$ cat config.mk
export PLATFORM = sky130hd
export DESIGN_NAME = spt_ctrl
export DESIGN_NICKNAME = d
export VERILOG_FILES = /design/src/design/spt_pkg.sv /design/src/design/spt_ctrl.sv
export SDC_FILE = /design/constraint.sdc
export NUM_CORES = 1
export LEC_CHECK = 0
export BUFFER_PORTS_ARGS = -buffer_cell sky130_fd_sc_hd__buf_2
export CORE_MARGIN = 3
export CORE_UTILIZATION = 35
export CTS_BUF_LIST = sky130_fd_sc_hd__clkbuf_8
export DETAILED_ROUTE_END_ITERATION = 10
export GPL_ROUTABILITY_DRIVEN = 0
export SKIP_LAST_GASP = 1
export SLEW_MARGIN = 20
export SYNTH_ARGS = -nofsm -noshare
export SYNTH_HDL_FRONTEND = slang
export SYNTH_SLANG_ARGS = --single-unit
$ cat constraint.sdc
create_clock -name clk -period 2.3 [get_ports clk]
set_clock_uncertainty 0.2 [all_clocks]
set_input_delay 0.345 -clock clk [delete_from_list [all_inputs] [get_ports clk]]
set_output_delay 0.345 -clock clk [all_outputs]
set_load 0.01 [all_outputs]
$ cat src/design/spt_pkg.sv
// ----------------------------------------------------------------------------
// spt_pkg: shared types and constants of the sparse transpose block
// Sizes of the stores, payload widths, register indexes and the command and
// status bundles between controller and datapath.
// ----------------------------------------------------------------------------
package spt_pkg;

	localparam int MAX_ENTRIES = 64;
	localparam int MAX_COLS    = 64;

	localparam int ROW_W = 12;
	localparam int COL_W = 7;
	localparam int VAL_W = 32;

	localparam int EIDX_W = $clog2(MAX_ENTRIES);
	localparam int CIDX_W = $clog2(MAX_COLS);
	localparam int CNT_W  = $clog2(MAX_ENTRIES + 1);

	localparam int CFG_W     = 12;
	localparam int CFG_IDX_W = 1;

	localparam logic [CFG_IDX_W-1:0] REG_NUM_ROWS = 1'b0;
	localparam logic [CFG_IDX_W-1:0] REG_NUM_COLS = 1'b1;

	typedef struct packed {
		logic [ROW_W-1:0] row;
		logic [COL_W-1:0] col;
		logic [VAL_W-1:0] val;
	} trip_t;

	typedef struct packed {
		logic idle;
		logic accept;
		logic inc;
		logic pf_init;
		logic pf_run;
		logic pl_rd;
		logic pl_st;
		logic pl_wr;
		logic em_rd;
		logic em_ld;
		logic em_empty;
	} cmd_t;

	typedef struct packed {
		logic keep;
		logic last_now;
		logic last_held;
		logic cnt_zero;
		logic pf_done;
		logic p_last;
		logic out_free;
	} sts_t;

endpackage

$ cat src/design/spt_ctrl.sv
// ----------------------------------------------------------------------------
// spt_ctrl: sequencer of the sparse transpose block
// Steps through load, prefix sum, placement and emission and issues one
// command bundle per cycle to the datapath.
// ----------------------------------------------------------------------------
module spt_ctrl (
	input  logic          clk,
	input  logic          arst_n,
	input  logic          in_valid,
	input  spt_pkg::sts_t sts,
	output spt_pkg::cmd_t cmd
);
	import spt_pkg::*;

	typedef enum logic [9:0] {
		S_IDLE    = 10'b00_0000_0001,
		S_INC     = 10'b00_0000_0010,
		S_PF_INIT = 10'b00_0000_0100,
		S_PREFIX  = 10'b00_0000_1000,
		S_PL_RD   = 10'b00_0001_0000,
		S_PL_ST   = 10'b00_0010_0000,
		S_PL_WR   = 10'b00_0100_0000,
		S_EM_RD   = 10'b00_1000_0000,
		S_EM_LD   = 10'b01_0000_0000,
		S_EMPTY   = 10'b10_0000_0000
	} state_t;

	state_t state_q, state_d;

	always_ff @(posedge clk or negedge arst_n) begin
		if (!arst_n) begin
			state_q <= S_IDLE;
		end else begin
			state_q <= state_d;
		end
	end

	always_comb begin
		state_d = state_q;
		unique case (state_q)
			S_IDLE: begin
				if (in_valid) begin
					if (sts.keep) begin
						state_d = S_INC;
					end else if (sts.last_now) begin
						state_d = sts.cnt_zero ? S_EMPTY : S_PF_INIT;
					end
				end
			end
			S_INC:     state_d = sts.last_held ? S_PF_INIT : S_IDLE;
			S_PF_INIT: state_d = S_PREFIX;
			S_PREFIX: begin
				if (sts.pf_done) begin
					state_d = S_PL_RD;
				end
			end
			S_PL_RD:   state_d = S_PL_ST;
			S_PL_ST:   state_d = S_PL_WR;
			S_PL_WR:   state_d = sts.p_last ? S_EM_RD : S_PL_ST;
			S_EM_RD:   state_d = S_EM_LD;
			S_EM_LD: begin
				if (sts.out_free) begin
					state_d = sts.p_last ? S_IDLE : S_EM_RD;
				end
			end
			S_EMPTY: begin
				if (sts.out_free) begin
					state_d = S_IDLE;
				end
			end
			default:   state_d = S_IDLE;
		endcase
	end

	always_comb begin
		cmd          = '0;
		cmd.idle     = (state_q == S_IDLE);
		cmd.accept   = (state_q == S_IDLE) && in_valid;
		cmd.inc      = (state_q == S_INC);
		cmd.pf_init  = (state_q == S_PF_INIT);
		cmd.pf_run   = (state_q == S_PREFIX);
		cmd.pl_rd    = (state_q == S_PL_RD);
		cmd.pl_st    = (state_q == S_PL_ST);
		cmd.pl_wr    = (state_q == S_PL_WR);
		cmd.em_rd    = (state_q == S_EM_RD);
		cmd.em_ld    = (state_q == S_EM_LD) && sts.out_free;
		cmd.em_empty = (state_q == S_EMPTY) && sts.out_free;
	end

endmodule

; Word level (Yosys, flattened, before mapping)
; Index checks and enable logic that the tools add are counted.
; W data, S select, Z words.
[word_totals]
register_bits = 10
inputBits = 10
out_inout_bits = 11
word_cells = 31
[op_classes]
n_mux = 11
n_eq_ne = 15
n_reduce_logical = 4
[op_table]
columns = cell, count
row1 = $pmux W10 S10, 1
row2 = $mux W10, 7
row3 = $mux W8, 2
row4 = $eq A10 B1 Y1 const B, 1
row5 = $eq A10 B10 Y1 const B, 1
row6 = $eq A10 B2 Y1 const B, 1
row7 = $eq A10 B3 Y1 const B, 1
row8 = $eq A10 B4 Y1 const B, 1
row9 = $eq A10 B5 Y1 const B, 1
row10 = $eq A10 B6 Y1 const B, 1
row11 = $eq A10 B7 Y1 const B, 1
row12 = $eq A10 B8 Y1 const B, 1
row13 = $eq A10 B9 Y1 const B, 1
row14 = $ne A2 B2 Y1 const B, 4
row15 = $reduce_and A5 Y1, 1
row16 = $logic_and A1 B1 Y1, 3
row17 = $mux W3, 1
row18 = $ne A3 B3 Y1 const B, 1

; Depth between registers and ports, before layout
; Gate-level depths: netlist (run 1).
[logic_depth]
ltp_word = 5
ltp_mapped = 6
mapped_depth_nobuf = 5

; Least setup slack after synthesis (run 1)
; Ideal clock, no wire load.
[synth_path]
path_type = reg2out
startpoint = register state_q[0]
endpoint = output cmd[9] (netlist name)
n_path_buf = 0
setup_slack_ps = 370
required_time_ps = 1755
stages_incl_launch_ff = 4
arrival_ps = 1385
path_cell_list = dfstp_2 or4b_4 nor2_4 and2_1
[synth_lines]
columns = element, line
row1 = start: declaration, spt_ctrl.sv:28  ; state_t state_q, state_d;
row2 = start signal: assignment, spt_ctrl.sv:34  ; state_q <= state_d;
row3 = end: declaration, spt_ctrl.sv:11  ; output spt_pkg::cmd_t cmd

==> summary.txt, run 1 <==
GRT
  • Initial antenna violation count: 0
  • First-pass GRT wire length: approximately 2700 µm
  • Remaining Overflow, GRT: 0
  • Total track usage: 14.1%
  • Largest net degree at the start of global routing: 11
  • Vias in the first global route: ~650

Routing
  • 1st-iter DRT viols: 7
  • Final wirelength: 1650 µm
  • Remaining DRCs: 0
  • Vias: between 600 and 700
  • ANT nets after route: 0
  • Via density: roughly 5.1
  • Wirelength per Cell: 12.9 µm
  • Total iterations of the first detailed-routing run: 4

Setup path
  • Cell Chain, Critical Path: or4b_4 > nor2_4 > and2_1 > buf_2
  • Worst Setup SP: state_q[0]
  • RR Endpoint: state_q[9]
  • CP max-delay cell: dfstp_2
  • Worst Setup EP: cmd[9]
  • CP top delay family: simple AND/OR/NAND/NOR gates
  • Crit path largest cell delay: 0.56 ns
  • R2r setup slk: roughly 0.4 ns
  • Reg2reg start: state_q[0]
  • Arr. time, crit path: around 1.7 ns
  • Worst EP required: 1.75 ns
  • Number of cells on the critical path: 4
  • Worst Setup Path Type: flip-flop to output port
  • R2R depth: 4
  • CP Capture Type: output port
  • CP startpoint kind: flip-flop
  • WP buf/inv: 1
  • Crit Path Max Fanout: 6

Timing
  • Final setup violation count: 0
  • Endpoints failing hold: 0
  • RSZ-0062 raised after global routing: yes
  • Tmin final: 2.27 ns
  • Slew @ Worst Pin: approximately 0.3 ns
  • Relative slew slack: 79.4%
  • Final worst-path cycle share: 98.6%
  • Fin. max-slew vios: 0
  • Final Hold Slack: 0.134 ns
  • F_max: roughly 0.44 GHz
  • Setup ws final: 0.0313 ns

Pwr
  • PwrDens: about 1100 nW/µm²
  • Total power: 0.00100 W
  • Leakage: a little under 0.5 nW
  • IR drop worst, VDD: 0.612 mV

Final layout
  • ANT cells: 0
  • Biggest regs: state_q: 10 flops
  • FILL cells: approximately 170
  • Final core occ: around 53%
  • Final Instance Area: roughly 950 µm²
  • Layout cells sized above 1: 48.5%
  • Max reg flops: 10
  • Layout overhead on the synthesized area: 38.4%
  • Reg with most FFs: state_q
  • Final #Nets: between 100 and 150

Floorplan
  • Die area: 2530 µm²
  • Starting Density: between 30% and 40%
  • Die Span X: slightly above 50 µm
  • Row Count: 15
  • Boundary pin count: 21
  • Core box area: 1780 µm²
  • Die Ht: ~50 µm

Logic synthesis
  • Syn Inst Count: 72
  • Count of cell types in the netlist: 34
  • Post-Syn Area: around 690 µm²
  • Synth Area per Inst: 9.54 µm²
  • Net Count, Synth: a little over 80
  • Sequential share of the synthesized area: 36.6%
  • Yosys warnings: 0
  • FF+latch count, synth: 10

Placed design
  • Placed Area: 833 µm²
  • IO Port Bufs: 20
  • Dpl ws: 0.204 ns
  • Dpl hpwl: roughly 1200 µm

Clock tree
  • Root Buffer: clkbuf_8
  • Total CTS buffers: 3
  • Worst-path clk slew: ~0.05 ns
  • Clock buffer depth: 2
  • H-tree depth: 1
  • Num Clock Sinks: 10
  • Worst skew pair latency: 0.24 ns
  • CTS tree: yes

Worst hold path
  • HP Start: sts[0]
  • HP Class: primary input to flip-flop

Status
  • Status: finished clean

Run
  • Maxcap violations: 0
==> synthesized netlist by cell type, drive strengths merged <==
library cell,n,area (µm²)
nor3,1,5.00
and2,2,12.5
a31o,1,8.76
or4,1,11.3
or2,1,6.26
nor4,2,42.5
xor2,1,8.76
nand4,1,6.26
a221o,1,11.3
o22ai,1,6.26
a21oi,1,8.76
and4,1,10.0
nor2b,2,12.5
dfrtp,9,225
and3b,1,8.76
or4b,2,23.8
o32a,1,10.0
nor2,12,52.6
buf,1,7.51
a221oi,1,15.0
xnor2,2,17.5
nor3b,5,37.5
nand2,6,25.0
nand3b,2,15.0
a21o,2,15.0
o21ai,5,25.0
and3,1,6.26
inv,3,11.3
dfstp,1,26.3
mux2i,1,10.0
nand3,1,5.00
==> where the power goes <==
group	internal [W]	leakage, nW	switching (W)
sequential	0.000217	0.133	0.0000542
combinational	0.000247	0.323	0.000255
clock	0.000151	0.0288	0.0000761
==> layer usage <==
layer / routed length [µm] / global-route usage (%) / vias up / part of all wire (%)
li1: - / - / 328 / -
met1: 800 / 18.9 / 305 / 49
met2: 728 / 21.3 / 19 / 44
met3: 86 / 2.37 / 4 / 5.2
met4: 31 / 8.07 / 0 / 1.9
met5: 0 / 0 / - / 0
==> worst min-delay path by stage <==
| stage | to | slack (ns) | cells past startpoint |
|---|---|---|---|
| 2_1_floorplan | state_q[1] | -0.15 | 0 |
| 3_3_place_gp | state_q[6] | 0.02 | 1 |
| 3_5_place_dp | state_q[6] | 0.02 | 1 |
| 4_1_cts | state_q[9] | 0.13 | 2 |
| 5_1_grt | state_q[9] | 0.14 | 2 |
| 6_report | state_q[9] | 0.13 | 2 |
==> cells by family after synthesis <==
logic type	synth area share [%]
multiplexers	1.46
flip-flops	36.6
buffers and inverters	2.73
AND/OR/NAND/NOR	40.8
AO/OA/AOI/OAI	14.6
XOR/XNOR	3.83
==> layout by cell type, fill, tap and decap left out, types with 2 or more instances in the layout <==
master    instances
buf_2            20
nor2_1           11
dfrtp_1           8
buf_4             7
nand2_1           5
o21ai_0           5
clkbuf_8          4
nor3b_2           3
inv_1             3
nor4_4            2
nor2b_1           2
nor3b_1           2
and2_1            2
nand3b_1          2
a21o_1            2
xnor2_1           2
==> metrics by stage <==
stage / TNS, ns / cells
floorplan: 0 / 72
global placement: 0 / 119
detailed placement: 0 / 119
CTS: 0 / 127
global route: -0.0120 / 128
finish: 0 / 128
==> area by class of cell <==
class	instances	area, µm²	area share [%]
multi-input combinational	58	438	46.1
sequential	10	253	26.6
timing repair buffer	28	163	17.1
clock buffer	4	55.1	5.79
tap	25	31.3	3.29
inverter	3	11.3	1.18
==> worst register-to-register path, cell delays in order, from the launching register on <==
cell     delay [ns]
dfstp_2        0.56
or4b_4         0.51
nor2_4         0.15
a221o_2        0.26
o22ai_1        0.10
==> repair_timing <==
action	in CTS	in global routing
pin swaps	2	4
endpoints found under the setup margin	1	6
setup buffers	3	1
hold endpoints to repair	9	0
resized for setup	2	4
hold buffers	1	0
Power figures use the tool's default switching activity.
==> run 2, diff against run 1 <==
--- a/config.mk
+++ b/config.mk
@@ -11,6 +11,7 @@
 export CTS_BUF_LIST = sky130_fd_sc_hd__clkbuf_8
 export DETAILED_ROUTE_END_ITERATION = 10
 export GPL_ROUTABILITY_DRIVEN = 0
+export RECOVER_POWER = 50
 export SKIP_LAST_GASP = 1
 export SLEW_MARGIN = 20
 export SYNTH_ARGS = -nofsm -noshare
==> summary.txt, run 2 (synthesis results as in run 1) <==
Timing
  • Endpoints failing hold: 0
  • Slew @ Worst Pin: 0.585 ns
  • Final setup violation count: 0
  • Tmin final: between 2 and 2.5 ns
  • Final TNS setup: 0 ns
  • Setup ws final: 0.0319 ns
  • Final worst-path cycle share: 98.6%
  • Fin. max-slew vios: 0
  • F_max: 0.441 GHz
  • RSZ-0062 raised after global routing: yes
  • Relative slew slack: around three fifths

GRT
  • Remaining Overflow, GRT: 0
  • Total track usage: 14.1%
  • Vias in the first global route: ~650
  • First-pass GRT wire length: 2720 µm
  • Largest net degree at the start of global routing: 11
  • Initial antenna violation count: 0

Clock tree
  • Worst-path clk slew: 0.05 ns
  • Total CTS buffers: 3
  • Num Clock Sinks: 10
  • H-tree depth: 1
  • Clock buffer depth: 2
  • CTS tree: yes
  • Worst skew pair latency: 0.24 ns
  • Root Buffer: clkbuf_8

Worst hold path
  • HP Class: primary input to flip-flop

Routing
  • Vias: 657
  • Wirelength per Cell: 13.0 µm
  • 1st-iter DRT viols: 11
  • Via density: 5.13
  • ANT nets after route: 0
  • Remaining DRCs: 0
  • Final wirelength: 1660 µm
  • Total iterations of the first detailed-routing run: 4

Floorplan
  • Die Span X: 50.3 µm
  • Die Ht: slightly above 50 µm
  • Core box area: 1780 µm²
  • Boundary pin count: 21
  • Row Count: 15
  • Die area: between 2000 and 3000 µm²
  • Starting Density: about 39%

Setup path
  • Worst EP required: between 1.5 and 2 ns
  • Arr. time, crit path: 1.72 ns
  • Crit Path Max Fanout: 6
  • CP Capture Type: output port
  • Worst Setup Path Type: flip-flop to output port
  • CP startpoint kind: flip-flop

Pwr
  • Leakage: slightly below 0.5 nW
  • IR drop worst, VDD: 0.613 mV
  • PwrDens: ~1000 nW/µm²
  • Total power: approximately 0.00099 W

Run
  • Maxcap violations: 0

Placed design
  • Placed Area: 833 µm²
  • Dpl hpwl: 1240 µm
  • Dpl ws: 0.204 ns
  • IO Port Bufs: 20

Final layout
  • Final core occ: 53.1%
  • Layout overhead on the synthesized area: 37.7%
  • Final Instance Area: between 900 and 1000 µm²
  • Biggest regs: state_q: 10 flops
  • Commonest non-fill, non-tap cell in the layout: buf_2
  • Reg with most FFs: state_q
  • Final #Nets: approximately 110
  • Max reg flops: 10
  • ANT cells: 0
  • Layout cells sized above 1: 47.6%
  • Commonest cells after routing, fill and taps aside: 19 x buf_2, 11 x nor2_1, 8 x dfrtp_1, 7 x buf_4

Status
  • Status: finished clean
-- run 2: path summary, 6_finish.rpt --
| check | endpoint | cells past startpoint | start | slack (ns) |
|---|---|---|---|---|
| worst max-delay path | cmd[9] | 4 | state_q[0] | 0.03 |
| min in group asynchronous | state_q[6] | 2 | arst_n | 0.41 |
| worst max register to register | state_q[9] | 4 | state_q[0] | 0.39 |
| worst min-delay path | state_q[1] | 3 | sts[6] | 0.14 |
| worst min register to register | state_q[6] | 1 | state_q[6] | 0.35 |
| max in group asynchronous | state_q[6] | 2 | arst_n | 1.07 |
-- run 2: worst max-delay path, stage by stage (launching register included) --
cell     delay (ns)
dfstp_2        0.56
or4b_4         0.51
nor2_4         0.15
and2_1         0.14
buf_2          0.12
-- run 2: through the flow --
stage / hold slack (ns) / std cells
detailed placement: 0.0238 / 119
finish: 0.137 / 128
floorplan: -0.151 / 72
global route: 0.141 / 128
CTS: 0.132 / 127
global placement: 0.0222 / 119
-- run 2: layer usage --
| metal | GRT usage [%] | up-vias | wire length (µm) |
|---|---|---|---|
| met5 | 0 | - | 0 |
| met4 | 8.07 | 0 | 40 |
| met3 | 2.37 | 5 | 81 |
| met2 | 21.3 | 18 | 712 |
| met1 | 18.9 | 307 | 825 |
| li1 | - | 327 | - |
-- run 2: final cells by class --
cell class                 count  area [µm²]
timing repair buffer          28         161
fill                         177         837
inverter                       3        11.3
tap                           25        31.3
multi-input combinational     58         434
sequential                    10         253
clock buffer                   4        55.1
-- run 2: where the power goes --
| group | internal, W | leakage (nW) | switching, W |
|---|---|---|---|
| clock | 0.000151 | 0.0288 | 0.0000740 |
| combinational | 0.000239 | 0.321 | 0.000255 |
| sequential | 0.000217 | 0.133 | 0.0000545 |
-- run 2: repair_timing --
item | in CTS | in global routing
hold endpoints to repair | 9 | 0
hold buffers | 1 | 0
buffers inserted | 3 | 1
pin swaps | 2 | 4
resized for setup | 2 | 4
endpoints found under the setup margin | 1 | 6
